--- config.mk ---
export PLATFORM = sky130hd
export DESIGN_NAME = ftp_list_line_parser_unit
export DESIGN_NICKNAME = d
export VERILOG_FILES = /design/src/flp_pkg.sv /design/src/flp_size_unit.sv /design/src/flp_tokenizer.sv /design/src/flp_core.sv /design/src/ftp_list_line_parser_unit.sv
export SDC_FILE = /design/constraint.sdc
export NUM_CORES = 1
export LEC_CHECK = 0
export BUFFER_PORTS_ARGS = -buffer_cell sky130_fd_sc_hd__buf_2
export CAP_MARGIN = 40
export CORE_MARGIN = 10
export CORE_UTILIZATION = 60
export DETAILED_ROUTE_END_ITERATION = 8
export HOLD_SLACK_MARGIN = 0.03
export PLACE_DENSITY = 0.76
export SLEW_MARGIN = 25
export SYNTH_ARGS = -nofsm -noshare
export SYNTH_HDL_FRONTEND = slang
export SYNTH_SLANG_ARGS = --single-unit
--- constraint.sdc ---
create_clock -name clock -period 7.7 [get_ports clock]
set_input_delay 0.385 -clock clock [delete_from_list [all_inputs] [get_ports clock]]
set_output_delay 0.385 -clock clock [all_outputs]
set_load 0.05 [all_outputs]
--- src/flp_pkg.sv ---
package flp_pkg;

   // line layout
   localparam int DATE_LEN           = 12;
   localparam int FIELDS_BEFORE_SIZE = 4;

   // size accumulator
   localparam int SIZE_W = 63;
   localparam logic [SIZE_W-1:0] SIZE_MAX = {SIZE_W{1'b1}};

   // characters with a role in the listing
   localparam logic [7:0] CH_DIR       = 8'h64; // d
   localparam logic [7:0] CH_LINK      = 8'h6C; // l
   localparam logic [7:0] CH_FILE      = 8'h2D; // -
   localparam logic [7:0] CH_BLOCK     = 8'h62; // b
   localparam logic [7:0] CH_CHAR      = 8'h63; // c
   localparam logic [7:0] CH_PIPE      = 8'h70; // p
   localparam logic [7:0] CH_SOCK      = 8'h73; // s
   localparam logic [7:0] CH_COMMA     = 8'h2C;
   localparam logic [7:0] CH_SEMI      = 8'h3B;
   localparam logic [7:0] CH_EQUAL     = 8'h3D;
   localparam logic [7:0] CH_DQUOTE    = 8'h22;
   localparam logic [7:0] CH_LANGLE    = 8'h3C;
   localparam logic [7:0] CH_RANGLE    = 8'h3E;
   localparam logic [7:0] CH_LPAREN    = 8'h28;
   localparam logic [7:0] CH_RPAREN    = 8'h29;
   localparam logic [7:0] CH_BACKSLASH = 8'h5C;
   localparam logic [7:0] CH_SPACE     = 8'h20;
   localparam logic [7:0] CH_TAB       = 8'h09;
   localparam logic [7:0] CH_CR        = 8'h0D;
   localparam logic [7:0] CH_ZERO      = 8'h30;
   localparam logic [7:0] CH_NINE      = 8'h39;

   typedef enum logic [2:0] {
      PH_FIRST,
      PH_FIELDS,
      PH_DECIDE,
      PH_SIZE,
      PH_PREDATE,
      PH_DATE,
      PH_TAIL,
      PH_DEAD
   } phase_type;

   typedef enum logic [2:0] {
      TM_BETWEEN,
      TM_PLAIN,
      TM_DQUOTE,
      TM_ANGLE,
      TM_COMMENT
   } tmode_type;

   typedef enum logic [1:0] {
      ST_OK,
      ST_SHORT,
      ST_BAD_FORMAT,
      ST_DATE_TRUNC
   } status_type;

   typedef enum logic [1:0] {
      KIND_OTHER,
      KIND_FILE,
      KIND_DIR,
      KIND_LINK
   } kind_type;

   typedef struct packed {
      logic [7:0] line_byte;
      logic       line_end;
   } req_word_type;

   typedef struct packed {
      logic [7:0]        date_char;
      logic              date_char_valid;
      logic              line_done;
      logic [1:0]        parse_status;
      logic [1:0]        entry_kind;
      logic [SIZE_W-1:0] entry_size;
   } rsp_word_type;

   // tokenizer state
   typedef struct packed {
      tmode_type  tmode;
      logic       esc;
      logic [2:0] fcount;
   } tok_state_type;

   // tokenizer requests to the phase logic and size unit
   typedef struct packed {
      logic field_done;
      logic size_start;
      logic size_take;
   } tok_ctl_type;

   function automatic logic is_ws(input logic [7:0] c);
      return (c == CH_SPACE) || ((c >= CH_TAB) && (c <= CH_CR));
   endfunction

   function automatic logic is_sep(input logic [7:0] c);
      return is_ws(c) || (c == CH_COMMA) || (c == CH_SEMI) || (c == CH_EQUAL);
   endfunction

   function automatic logic is_digit(input logic [7:0] c);
      return (c >= CH_ZERO) && (c <= CH_NINE);
   endfunction

endpackage

--- src/flp_size_unit.sv ---
module flp_size_unit (
   input  logic [flp_pkg::SIZE_W-1:0] acc,
   input  logic                       open,
   input  logic                       start,
   input  logic                       take,
   input  logic [7:0]                 c,
   output logic [flp_pkg::SIZE_W-1:0] acc_out,
   output logic                       open_out
);

   logic [flp_pkg::SIZE_W-1:0] base_acc;
   logic                       base_open;
   logic [flp_pkg::SIZE_W+3:0] ext;
   logic [flp_pkg::SIZE_W+3:0] prod;
   logic [3:0]                 digit;
   logic                       sat;

   // times ten plus digit, saturating when it spills past the size width; a non-digit closes the size
   always_comb begin
      base_acc  = start ? '0 : acc;
      base_open = start | open;
      digit     = 4'(c - flp_pkg::CH_ZERO);
      ext       = {4'b0, base_acc};
      prod      = (ext << 3) + (ext << 1) + {{(flp_pkg::SIZE_W){1'b0}}, digit};
      sat       = |prod[flp_pkg::SIZE_W+3:flp_pkg::SIZE_W];
      acc_out   = base_acc;
      open_out  = base_open;
      if (take && base_open) begin
         if (flp_pkg::is_digit(c)) begin
            acc_out = sat ? flp_pkg::SIZE_MAX : prod[flp_pkg::SIZE_W-1:0];
         end else begin
            open_out = 1'b0;
         end
      end
   end

endmodule

--- src/flp_tokenizer.sv ---
module flp_tokenizer (
   input  flp_pkg::tok_state_type cur,
   input  logic [7:0]             c,
   output flp_pkg::tok_state_type nxt,
   output flp_pkg::tok_ctl_type   ctl
);

   logic closer_hit;

   always_comb begin
      nxt        = cur;
      ctl        = '0;
      closer_hit = (cur.tmode == flp_pkg::TM_DQUOTE) ? (c == flp_pkg::CH_DQUOTE)
                                                     : (c == flp_pkg::CH_RANGLE);
      case (cur.tmode)
         // unquoted field: runs to a separator
         flp_pkg::TM_PLAIN: begin
            if (flp_pkg::is_sep(c)) begin
               ctl.field_done = 1'b1;
            end else begin
               ctl.size_take = 1'b1;
            end
         end
         // quoted field: escaped bytes are literal
         flp_pkg::TM_DQUOTE, flp_pkg::TM_ANGLE: begin
            if (cur.esc) begin
               nxt.esc       = 1'b0;
               ctl.size_take = 1'b1;
            end else if (closer_hit) begin
               ctl.field_done = 1'b1;
            end else begin
               nxt.esc       = (c == flp_pkg::CH_BACKSLASH);
               ctl.size_take = 1'b1;
            end
         end
         // comment between fields is dropped
         flp_pkg::TM_COMMENT: begin
            if (cur.esc) begin
               nxt.esc = 1'b0;
            end else if (c == flp_pkg::CH_RPAREN) begin
               nxt.tmode = flp_pkg::TM_BETWEEN;
            end else if (c == flp_pkg::CH_BACKSLASH) begin
               nxt.esc = 1'b1;
            end
         end
         // between fields: open a comment or a new field
         default: begin
            if (flp_pkg::is_sep(c)) begin
               nxt = cur;
            end else if (c == flp_pkg::CH_LPAREN) begin
               nxt.tmode = flp_pkg::TM_COMMENT;
               nxt.esc   = 1'b0;
            end else begin
               nxt.fcount     = cur.fcount + 3'd1;
               nxt.esc        = 1'b0;
               ctl.size_start = 1'b1;
               if (c == flp_pkg::CH_DQUOTE) begin
                  nxt.tmode = flp_pkg::TM_DQUOTE;
               end else if (c == flp_pkg::CH_LANGLE) begin
                  nxt.tmode = flp_pkg::TM_ANGLE;
               end else begin
                  nxt.tmode     = flp_pkg::TM_PLAIN;
                  ctl.size_take = 1'b1;
               end
            end
         end
      endcase
      if (ctl.field_done) begin
         nxt.esc   = 1'b0;
         nxt.tmode = flp_pkg::TM_BETWEEN;
      end
   end

endmodule

--- src/flp_core.sv ---
module flp_core (
   input  logic                  clock,
   input  logic                  reset,
   input  logic                  step,
   input  flp_pkg::req_word_type in_word,
   output flp_pkg::rsp_word_type out_word,
   output logic                  has_result
);

   flp_pkg::phase_type         phase_ff, phase_in;
   flp_pkg::tok_state_type     tok_ff, tok_in, tok_nxt;
   flp_pkg::tok_ctl_type       tok_ctl;
   logic [1:0]                 bcount_ff, bcount_in;
   flp_pkg::kind_type          kind_ff, kind_in;
   logic [3:0]                 dcount_ff, dcount_in;
   logic [1:0]                 fail_ff, fail_in;
   logic [flp_pkg::SIZE_W-1:0] size_acc_ff, size_acc_in, size_acc_nxt;
   logic                       size_open_ff, size_open_in, size_open_nxt;

   logic       use_tok;
   logic       size_start;
   logic       size_take;
   logic       emit;
   logic [7:0] c;
   logic       line_end;
   logic       first_ok;

   flp_tokenizer u_tok (
      .cur (tok_ff),
      .c   (c),
      .nxt (tok_nxt),
      .ctl (tok_ctl)
   );

   flp_size_unit u_size (
      .acc      (size_acc_ff),
      .open     (size_open_ff),
      .start    (size_start),
      .take     (size_take),
      .c        (c),
      .acc_out  (size_acc_nxt),
      .open_out (size_open_nxt)
   );

   assign c        = in_word.line_byte;
   assign line_end = in_word.line_end;
   assign first_ok = (c == flp_pkg::CH_BLOCK) || (c == flp_pkg::CH_CHAR)
                  || (c == flp_pkg::CH_DIR)   || (c == flp_pkg::CH_LINK)
                  || (c == flp_pkg::CH_PIPE)  || (c == flp_pkg::CH_SOCK)
                  || (c == flp_pkg::CH_FILE);

   // per byte phase step
   always_comb begin
      phase_in   = phase_ff;
      tok_in     = tok_ff;
      kind_in    = kind_ff;
      dcount_in  = dcount_ff;
      fail_in    = fail_ff;
      bcount_in  = (bcount_ff < 2'd2) ? bcount_ff + 2'd1 : bcount_ff;
      use_tok    = 1'b0;
      size_start = 1'b0;
      size_take  = 1'b0;
      emit       = 1'b0;
      unique case (phase_ff)
         flp_pkg::PH_FIRST: begin
            if (first_ok) begin
               unique case (c)
                  flp_pkg::CH_DIR:  kind_in = flp_pkg::KIND_DIR;
                  flp_pkg::CH_LINK: kind_in = flp_pkg::KIND_LINK;
                  flp_pkg::CH_FILE: kind_in = flp_pkg::KIND_FILE;
                  default:          kind_in = flp_pkg::KIND_OTHER;
               endcase
               phase_in = flp_pkg::PH_FIELDS;
               use_tok  = 1'b1;
            end else begin
               fail_in  = flp_pkg::ST_BAD_FORMAT;
               phase_in = flp_pkg::PH_DEAD;
            end
         end
         flp_pkg::PH_FIELDS: begin
            use_tok = 1'b1;
         end
         flp_pkg::PH_DECIDE: begin
            if (flp_pkg::is_ws(c)) begin
               phase_in = phase_ff;
            end else if (flp_pkg::is_digit(c)) begin
               size_start = 1'b1;
               size_take  = 1'b1;
               phase_in   = flp_pkg::PH_SIZE;
            end else begin
               emit = 1'b1;
            end
         end
         flp_pkg::PH_SIZE: begin
            if (flp_pkg::is_sep(c)) begin
               phase_in = flp_pkg::PH_PREDATE;
            end else begin
               size_take = 1'b1;
            end
         end
         flp_pkg::PH_PREDATE: begin
            emit = !flp_pkg::is_ws(c);
         end
         flp_pkg::PH_DATE: begin
            emit = 1'b1;
         end
         default: begin
            phase_in = phase_ff;
         end
      endcase

      // tokenizer drives fields and the size token
      if (use_tok) begin
         tok_in     = tok_nxt;
         size_start = tok_ctl.size_start;
         size_take  = tok_ctl.size_take;
         if (tok_ctl.field_done
             && (tok_ff.fcount >= 3'(flp_pkg::FIELDS_BEFORE_SIZE))) begin
            phase_in = flp_pkg::PH_DECIDE;
         end
      end

      // date character count
      if (emit) begin
         dcount_in = dcount_ff + 4'd1;
         phase_in  = (dcount_in >= 4'(flp_pkg::DATE_LEN)) ? flp_pkg::PH_TAIL
                                                          : flp_pkg::PH_DATE;
      end
   end

   // result word
   always_comb begin
      out_word                 = '0;
      out_word.date_char       = emit ? c : 8'd0;
      out_word.date_char_valid = emit;
      out_word.line_done       = line_end;
      if (line_end) begin
         if (bcount_in < 2'd2) begin
            out_word.parse_status = flp_pkg::ST_SHORT;
         end else if ((fail_in != flp_pkg::ST_OK) || (phase_in == flp_pkg::PH_DEAD)) begin
            out_word.parse_status = flp_pkg::ST_BAD_FORMAT;
         end else if ((phase_in == flp_pkg::PH_FIELDS)
                      && (tok_in.fcount < 3'(flp_pkg::FIELDS_BEFORE_SIZE))) begin
            out_word.parse_status = flp_pkg::ST_BAD_FORMAT;
         end else begin
            out_word.parse_status = (phase_ff == flp_pkg::PH_TAIL) ? flp_pkg::ST_OK
                                                                   : flp_pkg::ST_DATE_TRUNC;
            out_word.entry_kind   = kind_in;
            out_word.entry_size   = size_acc_nxt;
         end
      end
      has_result = emit | line_end;
   end

   // parser state, cleared at each line end
   always_ff @(posedge clock) begin
      if (reset || (step && line_end)) begin
         phase_ff     <= flp_pkg::PH_FIRST;
         tok_ff       <= '{tmode: flp_pkg::TM_BETWEEN, esc: 1'b0, fcount: 3'd0};
         bcount_ff    <= 2'd0;
         kind_ff      <= flp_pkg::KIND_OTHER;
         dcount_ff    <= 4'd0;
         fail_ff      <= flp_pkg::ST_OK;
         size_acc_ff  <= '0;
         size_open_ff <= 1'b1;
      end else if (step) begin
         phase_ff     <= phase_in;
         tok_ff       <= tok_in;
         bcount_ff    <= bcount_in;
         kind_ff      <= kind_in;
         dcount_ff    <= dcount_in;
         fail_ff      <= fail_in;
         size_acc_ff  <= size_acc_in;
         size_open_ff <= size_open_in;
      end
   end

   assign size_acc_in  = size_acc_nxt;
   assign size_open_in = size_open_nxt;

   // date count never runs past the date length
   a_dcount_range: assert property (@(posedge clock) disable iff (reset)
      dcount_ff <= 4'(flp_pkg::DATE_LEN))
      else $error("date count past date length");

   // first byte phase only at the start of a line
   a_first_clean: assert property (@(posedge clock) disable iff (reset)
      (phase_ff == flp_pkg::PH_FIRST) |-> (bcount_ff == 2'd0 && tok_ff.fcount == 3'd0))
      else $error("first byte phase with line state left over");

   // tail phase only once the whole date has passed
   a_tail_full_date: assert property (@(posedge clock) disable iff (reset)
      (phase_ff == flp_pkg::PH_TAIL) |-> (dcount_ff == 4'(flp_pkg::DATE_LEN)))
      else $error("tail phase with date incomplete");

endmodule

--- src/ftp_list_line_parser_unit.sv ---
// Parses one line of a Unix-style directory listing, one byte per word on the
// req channel, and gives a rsp word for every byte that is a date character or
// ends the line (the final word carries status, entry kind and size). The
// block sustains one byte per clock while rsp is not stalled: an input register
// feeds the byte-step logic, which writes the result register, so a result word
// reaches rsp through both registers after its byte is accepted.
// Bytes that neither carry a date character nor end the line produce no word.
// While a result word waits under a stall on rsp, the input register holds its
// byte and req_stall is raised in the same cycle.
module ftp_list_line_parser_unit (
   input  logic                  clock,
   input  logic                  reset,
   input  logic                  req_valid,
   output logic                  req_stall,
   input  flp_pkg::req_word_type req_word,
   output logic                  rsp_valid,
   input  logic                  rsp_stall,
   output flp_pkg::rsp_word_type rsp_word
);

   logic                  in_valid_ff, in_valid_in;
   flp_pkg::req_word_type in_word_ff;
   logic                  rsp_valid_ff, rsp_valid_in;
   flp_pkg::rsp_word_type rsp_word_ff;
   flp_pkg::rsp_word_type core_word;
   logic                  core_has;
   logic                  advance;
   logic                  fire;
   logic                  accept;

   // handshake between the two register stages
   assign advance   = !rsp_valid_ff || !rsp_stall;
   assign fire      = in_valid_ff && advance;
   assign req_stall = in_valid_ff && !advance;
   assign accept    = req_valid && !req_stall;

   always_comb begin
      in_valid_in  = accept ? 1'b1 : (fire ? 1'b0 : in_valid_ff);
      rsp_valid_in = advance ? (fire && core_has) : rsp_valid_ff;
   end

   flp_core u_core (
      .clock      (clock),
      .reset      (reset),
      .step       (fire),
      .in_word    (in_word_ff),
      .out_word   (core_word),
      .has_result (core_has)
   );

   // input register
   always_ff @(posedge clock) begin
      if (reset) begin
         in_valid_ff <= 1'b0;
      end else begin
         in_valid_ff <= in_valid_in;
      end
      if (accept) begin
         in_word_ff <= req_word;
      end
   end

   // result register
   always_ff @(posedge clock) begin
      if (reset) begin
         rsp_valid_ff <= 1'b0;
      end else begin
         rsp_valid_ff <= rsp_valid_in;
      end
      if (fire && core_has && advance) begin
         rsp_word_ff <= core_word;
      end
   end

   assign rsp_valid = rsp_valid_ff;
   assign rsp_word  = rsp_word_ff;

   // every word out carries a date character or a line end
   a_word_has_content: assert property (@(posedge clock) disable iff (reset)
      rsp_valid_ff |-> (rsp_word_ff.date_char_valid || rsp_word_ff.line_done))
      else $error("result word with no content");

   // status fields stay zero except on the line end word
   a_status_only_at_end: assert property (@(posedge clock) disable iff (reset)
      (rsp_valid_ff && !rsp_word_ff.line_done) |->
         (rsp_word_ff.parse_status == flp_pkg::ST_OK
          && rsp_word_ff.entry_kind == flp_pkg::KIND_OTHER
          && rsp_word_ff.entry_size == '0))
      else $error("status fields set before line end");

   // a byte held in the input register is consumed once the result side frees
   a_input_drains: assert property (@(posedge clock) disable iff (reset)
      (in_valid_ff && !rsp_valid_ff && !req_valid) |=> !in_valid_ff)
      else $error("input register did not drain");

endmodule

==> results of run 1 <==
[per-layer routing]
| layer | vias to the layer above | part of all wire [%] | global-route usage (%) |
|---|---|---|---|
| li1 | 5647 | - | - |
| met2 | 436 | 46 | 42.5 |
| met1 | 5522 | 45 | 35.9 |
| met3 | 43 | 7.5 | 3.91 |
| met5 | - | 0 | 0 |
| met4 | 0 | 1.9 | 7.81 |
[cell type report]
cell class | count | share of cell area (%)
flip-flops and latches | 172 | 30.8
well taps | 270 | 2.42
repair buffers | 124 | 5.42
clock buffers | 17 | 3.05
clock inverters | 15 | 1.08
diodes | 1 | 0.0179
inverters | 22 | 0.601
multi-input cells | 1222 | 56.6
[worst max-delay path: stages, from the launching register on]
cell and delay (ns):
edfxtp_1 0.55, or3_1 0.42, nor4_2 0.42, nor2_1 0.17, and3_1 0.28, a21oi_4 0.38
buf_4 0.35, and2_1 0.28, ha_1 0.27, ha_1 0.42, nand3_1 0.17, or2_2 0.34
nor4_1 0.42, a221oi_1 0.19, and3_1 0.24, a2111oi_0 0.47, mux2i_1 0.22, or4b_2 0.74
buf_4 0.23, and4b_1 0.28, nor3_1 0.05
[cells in the final DEF (no fill, tap or decap), drive strengths merged, types with 8 or more instances in the layout]
cell type / n
buf: 123
inv: 30
nor3: 60
o21a: 23
a21oi: 108
nand3b: 8
nand2: 149
nor2b: 11
nor4: 15
ha: 127
or2: 8
nand3: 28
a211oi: 38
o21ai: 86
o31ai: 35
and2: 74
edfxtp: 86
o22ai: 11
o211ai: 9
xnor2: 41
nand2b: 8
a21o: 19
a31oi: 26
nor2: 188
clkbuf: 18
dfxtp: 86
nand4: 21
and3: 14
or3: 11
xor2: 23
[metrics by stage]
stage                     hold slack, ns  util [%]  area, um^2
after global routing               0.112      68.3       14000
final                              0.123      68.3       14000
after detailed placement           0.433      65.3       13300
after CTS                          0.118      68.2       13900
after floorplan                    0.412         -       12600
after global placement             0.419      65.1       13300
[sequential cells by signal, summed over array words and instances (netlist names)]
name / flops
u_core.kind_ff: 2
u_core.dcount_ff: 4
u_core.size_acc_ff: 63
u_core.size_open_ff: 1
in_valid_ff: 1
u_core.tok_ff: 7
rsp_word: 77
u_core.bcount_ff: 2
u_core.phase_ff: 3
u_core.fail_ff: 2
rsp_valid: 1
in_word_ff: 9
[path summary, 6_finish.rpt]
path	endpoint	start	slack (ns)
setup reg to reg	rsp_word[59]$_SDFFCE_PP0P_	in_word_ff[5]$_DFFE_PP_	0.50
setup / recovery	rsp_word[59]$_SDFFCE_PP0P_	in_word_ff[5]$_DFFE_PP_	0.50
hold reg to reg	u_core.fail_ff[0]$_SDFFE_PP0P_	u_core.fail_ff[0]$_SDFFE_PP0P_	0.44
hold / removal	in_word_ff[0]$_DFFE_PP_	req_word[0]	0.12
[what timing repair did]
item | CTS | global route
resized for setup | 0 | 2
buffers inserted | 0 | 0
setup endpoints to repair | 0 | 87
[where the power goes]
group          leakage [nW]  internal (W)  total (W)  switching [W]
clock network         0.280      0.000434   0.000867       0.000433
logic                  3.88     0.0000501   0.000226       0.000176
registers              1.44      0.000987    0.00100      0.0000158
[logic make-up after synthesis]
| logic type | after synthesis |
|---|---|
| multiplexers | 5 |
| flip-flops | 172 |
| AND/OR/NAND/NOR | 614 |
| AO/OA/AOI/OAI | 409 |
| XOR/XNOR | 64 |
| buffers and inverters | 106 |
| adder cells (fa/ha/maj) | 129 |
==> run metrics, run 1 <==
ys flop type=edfxtp_1; final worst path period need=7.20 ns; max_cap viols=0; final hold violations=0; initial antenna violation count=1; die area=0.0271 mm^2; first-pass GRT wire length=57800 um; CTS tree=done; Total GRT Usage=26.3%; relative slew slack=44.7%; Non-Filler Instances=1843; Post-synth EDFFs=86; DR vias=11600; Mapped Cells=1499; hold path depth=1; endpoints failing setup=0; final WL=36500 um; Max FO, Critical Path=26; Num CTS Buffers=17; placed cell count=1808; DRC viols=0; status=finished clean; post-synthesis adder-cell area fraction=13.0%; required time worst endpoint=7.87 ns; Synthesis Warnings=0; Clock Latency Late Sink=0.44 ns; area grow syn2layout=11.0%; Pins Over Slew Limit=0; Routability Congestion=0.973; vias per cell=6.32; Cell Area, Synth=0.0126 mm^2; H-tree depth=4; Tcrit/Tclk final=93.4%; Worst Setup Start Kind=flip-flop; XOR/XNOR share of the synthesized area=4.46%; top-level port count=92; share of the synthesized area in the top cell type=20.5%; Die Span Y=165 um; simple-gate share of the synthesized area=23.5%; Worst-Margin Slew=0.823 ns; mux contribution to synthesized area=0.428%; setup ws final=0.505 ns; CP endpoint kind=flip-flop; wire length per cell=19.8 um; Post-DP HPWL=26900 um; Pwr Total=0.00210 W; vias in the first global route=11000; complex-gate fraction of the synthesized area=21.1%; cts hold-fix bufs=0; Fill cells=1788; pin count of the biggest net entering global routing=64; TritonRoute pass-1 iters=6; crit path kind=reg2reg; Multi-input gate area=0.00789 mm^2; syn_nets=1641; area leader, netlist=edfxtp_1; post-route ant nets=0; PD cells=150 mW/mm^2; Die Wd=165 um; global route overflow=0; setup_tns=0 ns; Clk Tree Root Cell=clkbuf_16; Starting Density=61.5%; FF/Latch Area=0.00430 mm^2; RSZ-0062 raised after global routing=no; Clock Tree Buf Depth=2; sequential area share after synthesis=34.2%; Reg clk slew, reported paths=0.08 ns; core area=0.0204 mm^2; initial drt markers=1100; top post-synthesis cells by area=edfxtp_1 (21%), dfxtp_1 (14%), ha_1 (13%); row count=52; Worst Path Arrival=7.36 ns; Synth Area per Inst=8.39 um^2; Leak=5.61 nW; Worst Skew=0.0120 ns; Register-to-Register Path Depth=20; synth unique cells=75; CTS sink cnt=172; number of port buffers=91; Peak VDD IR=0.000150 V; main combinational cell family by area after synthesis=simple AND/OR/NAND/NOR gates; Peak Freq=0.139 GHz; top-count cell post-synth=nor2_1; synthesis-stage register bit count=172; most frequent cells after synthesis=nor2_1 (188), nand2_1 (149), ha_1 (127); Setup WS pre-CTS=0.504 ns; nets@finish=1701; HP Class=in2reg; layout cells sized above 1=11.7%; ys async rst share=0%
Note: power is estimated with default switching activity, not from simulation.
==> run 2: changes to the inputs <==
==> constraint.sdc (replaced) <==
create_clock -name clock -period 8.3 [get_ports clock]
set_input_delay 0.415 -clock clock [delete_from_list [all_inputs] [get_ports clock]]
set_output_delay 0.415 -clock clock [all_outputs]
set_load 0.05 [all_outputs]
==> run 2 against run 1 <==
  * Clock skew rose by 0.0030 ns
  * Clock-buffer cell count rose by 2
  * Die area did not move
  * Cell count fell by 0.76%
  * Global-route usage fell by 0.38 points
  * Combinational power fell by 8.8%
  * Final area fell by 0.65%
  * Worst hold slack improved by 0.027 ns
  * Sequential share of layout area rose by 0.20 points
  * Maximum frequency fell by 6.9%
  * Via count fell by 0.70%
==> run metrics, run 2 (synthesis results as in run 1) <==
number of port buffers=91; post-route ant nets=0; final WL=35900 um; final worst path period need=7.73 ns; Pins Over Slew Limit=0; endpoints failing setup=0; row count=52; cts hold-fix bufs=0; most frequent cells in the layout=nor2_1 (187), nand2_1 (148), ha_1 (127), a21oi_1 (105), buf_2 (92); Peak VDD IR=0.000137 V; initial drt markers=1107; wire length per cell=19.6 um; Post-DP HPWL=25900 um; Clock Latency Late Sink=0.44 ns; CTS tree=done; sequential share of power=47.6%; Worst Skew=0.0150 ns; vias in the first global route=10700; top-level port count=92; ant diodes=0; Gate power share=10.5%; CP endpoint kind=flip-flop; Die Span Y=165 um; RSZ-0062 raised after global routing=no; Worst Path Arrival=7.89 ns; relative slew slack=41.1%; vias per cell=6.32; TritonRoute pass-1 iters=6; required time worst endpoint=8.46 ns; Clk Tree Root Cell=clkbuf_16; CTS sink cnt=172; global route overflow=0; H-tree depth=4; area grow syn2layout=10.3%; DR vias=11600; first-pass GRT wire length=56800 um; Internal=0.00140 W; Routability Congestion=0.960; Total GRT Usage=26.0%; Finished Cell Area=0.0139 mm^2; core area=0.0204 mm^2; Tcrit/Tclk final=93.1%; DRC viols=0; initial antenna violation count=0; status=finished clean; Die Wd=165 um; max reg flops=77; switching part of the total=28.6%; layout cells sized above 1=10.8%; final hold violations=0; Multi-input gate area=0.00788 mm^2; pin count of the biggest net entering global routing=64; postcts setup bufs=0; nets@finish=1688; Leak=5.55 nW; Worst-Margin Slew=0.883 ns; setup_tns=0 ns; NetSw=0.000559 W; PD cells=141 mW/mm^2; Num CTS Buffers=17; Resized cells post-CTS=0; Max FO, Critical Path=41; HP Class=in2reg; max_cap viols=0; Reg clk slew, reported paths=0.07 ns; Peak Freq=0.129 GHz; Clk pwr share=41.8%; Worst Setup Start Kind=flip-flop; Fill cells=1688; crit path kind=reg2reg; DP Area=0.0133 mm^2; most common cell after layout, fill and taps aside=nor2_1; Clock Tree Buf Depth=2; die area=0.0271 mm^2; FF/Latch Area=0.00430 mm^2; Starting Density=61.5%
[run 2: layout make-up]
cell class,count,share of cell area (%)
multi-input combinational,1221,56.8
sequential,172,31.0
timing repair buffer,112,4.82
clock buffer,19,3.19
tap,270,2.44
clock inverter,13,1.07
inverter,22,0.605
[run 2: power by group through the flow]
stage / logic, W / clock network, W / registers (W)
after floorplan: 0.0000777 / 0 / 0.00101
after global placement: 0.000199 / 0 / 0.000951
after detailed placement: 0.000204 / 0 / 0.000951
after CTS: 0.000205 / 0.000829 / 0.000932
after global routing: 0.000219 / 0.000861 / 0.000936
final: 0.000206 / 0.000819 / 0.000933
[run 2: final timing paths]
| check | from | to | slack [ns] | cells past startpoint |
|---|---|---|---|---|
| max | in_word_ff[3]$_DFFE_PP_ | rsp_word[59]$_SDFFCE_PP0P_ | 0.57 | 19 |
| min | req_word[3] | in_word_ff[3]$_DFFE_PP_ | 0.15 | 1 |
| max reg2reg | in_word_ff[3]$_DFFE_PP_ | rsp_word[59]$_SDFFCE_PP0P_ | 0.57 | 19 |
| min reg2reg | u_core.fail_ff[0]$_SDFFE_PP0P_ | u_core.fail_ff[0]$_SDFFE_PP0P_ | 0.44 | 2 |
[run 2: stage by stage]
step / util [%] / std cells / total power (W) / hold WS [ns] / setup slack (ns)
2_1_floorplan: - / 1499 / 0.00109 / 0.412 / 1.77
3_3_place_gp: 64.6 / 1792 / 0.00115 / 0.418 / 0.854
3_5_place_dp: 64.9 / 1795 / 0.00116 / 0.423 / 0.675
4_1_cts: 67.8 / 1827 / 0.00197 / 0.144 / 0.639
5_1_grt: 67.9 / 1829 / 0.00202 / 0.140 / 0.101
6_report: 67.9 / 1829 / 0.00196 / 0.150 / 0.574
[run 2: critical path: stages, from the launching register on]
cell,delay (ns)
edfxtp_1,0.58
or4b_1,0.56
a211oi_1,0.47
nor3_1,0.18
and3_1,0.26
a21oi_4,0.44
and2_1,0.28
fa_1,0.48
ha_1,0.30
a211oi_1,0.11
o311ai_0,0.50
nand4b_1,0.24
a211oi_1,0.60
o211ai_1,0.27
a2111oi_0,0.55
mux2i_1,0.22
or4b_2,0.72
buf_4,0.28
and4b_1,0.33
nor3_1,0.05
[run 2: routing by layer]
metal	up-vias	global-route usage, %	routed length [um]
li1	5634	-	-
met1	5450	36.4	16500
met2	441	41.4	16500
met3	42	3.31	2400
met4	0	6.80	590
met5	-	0	0
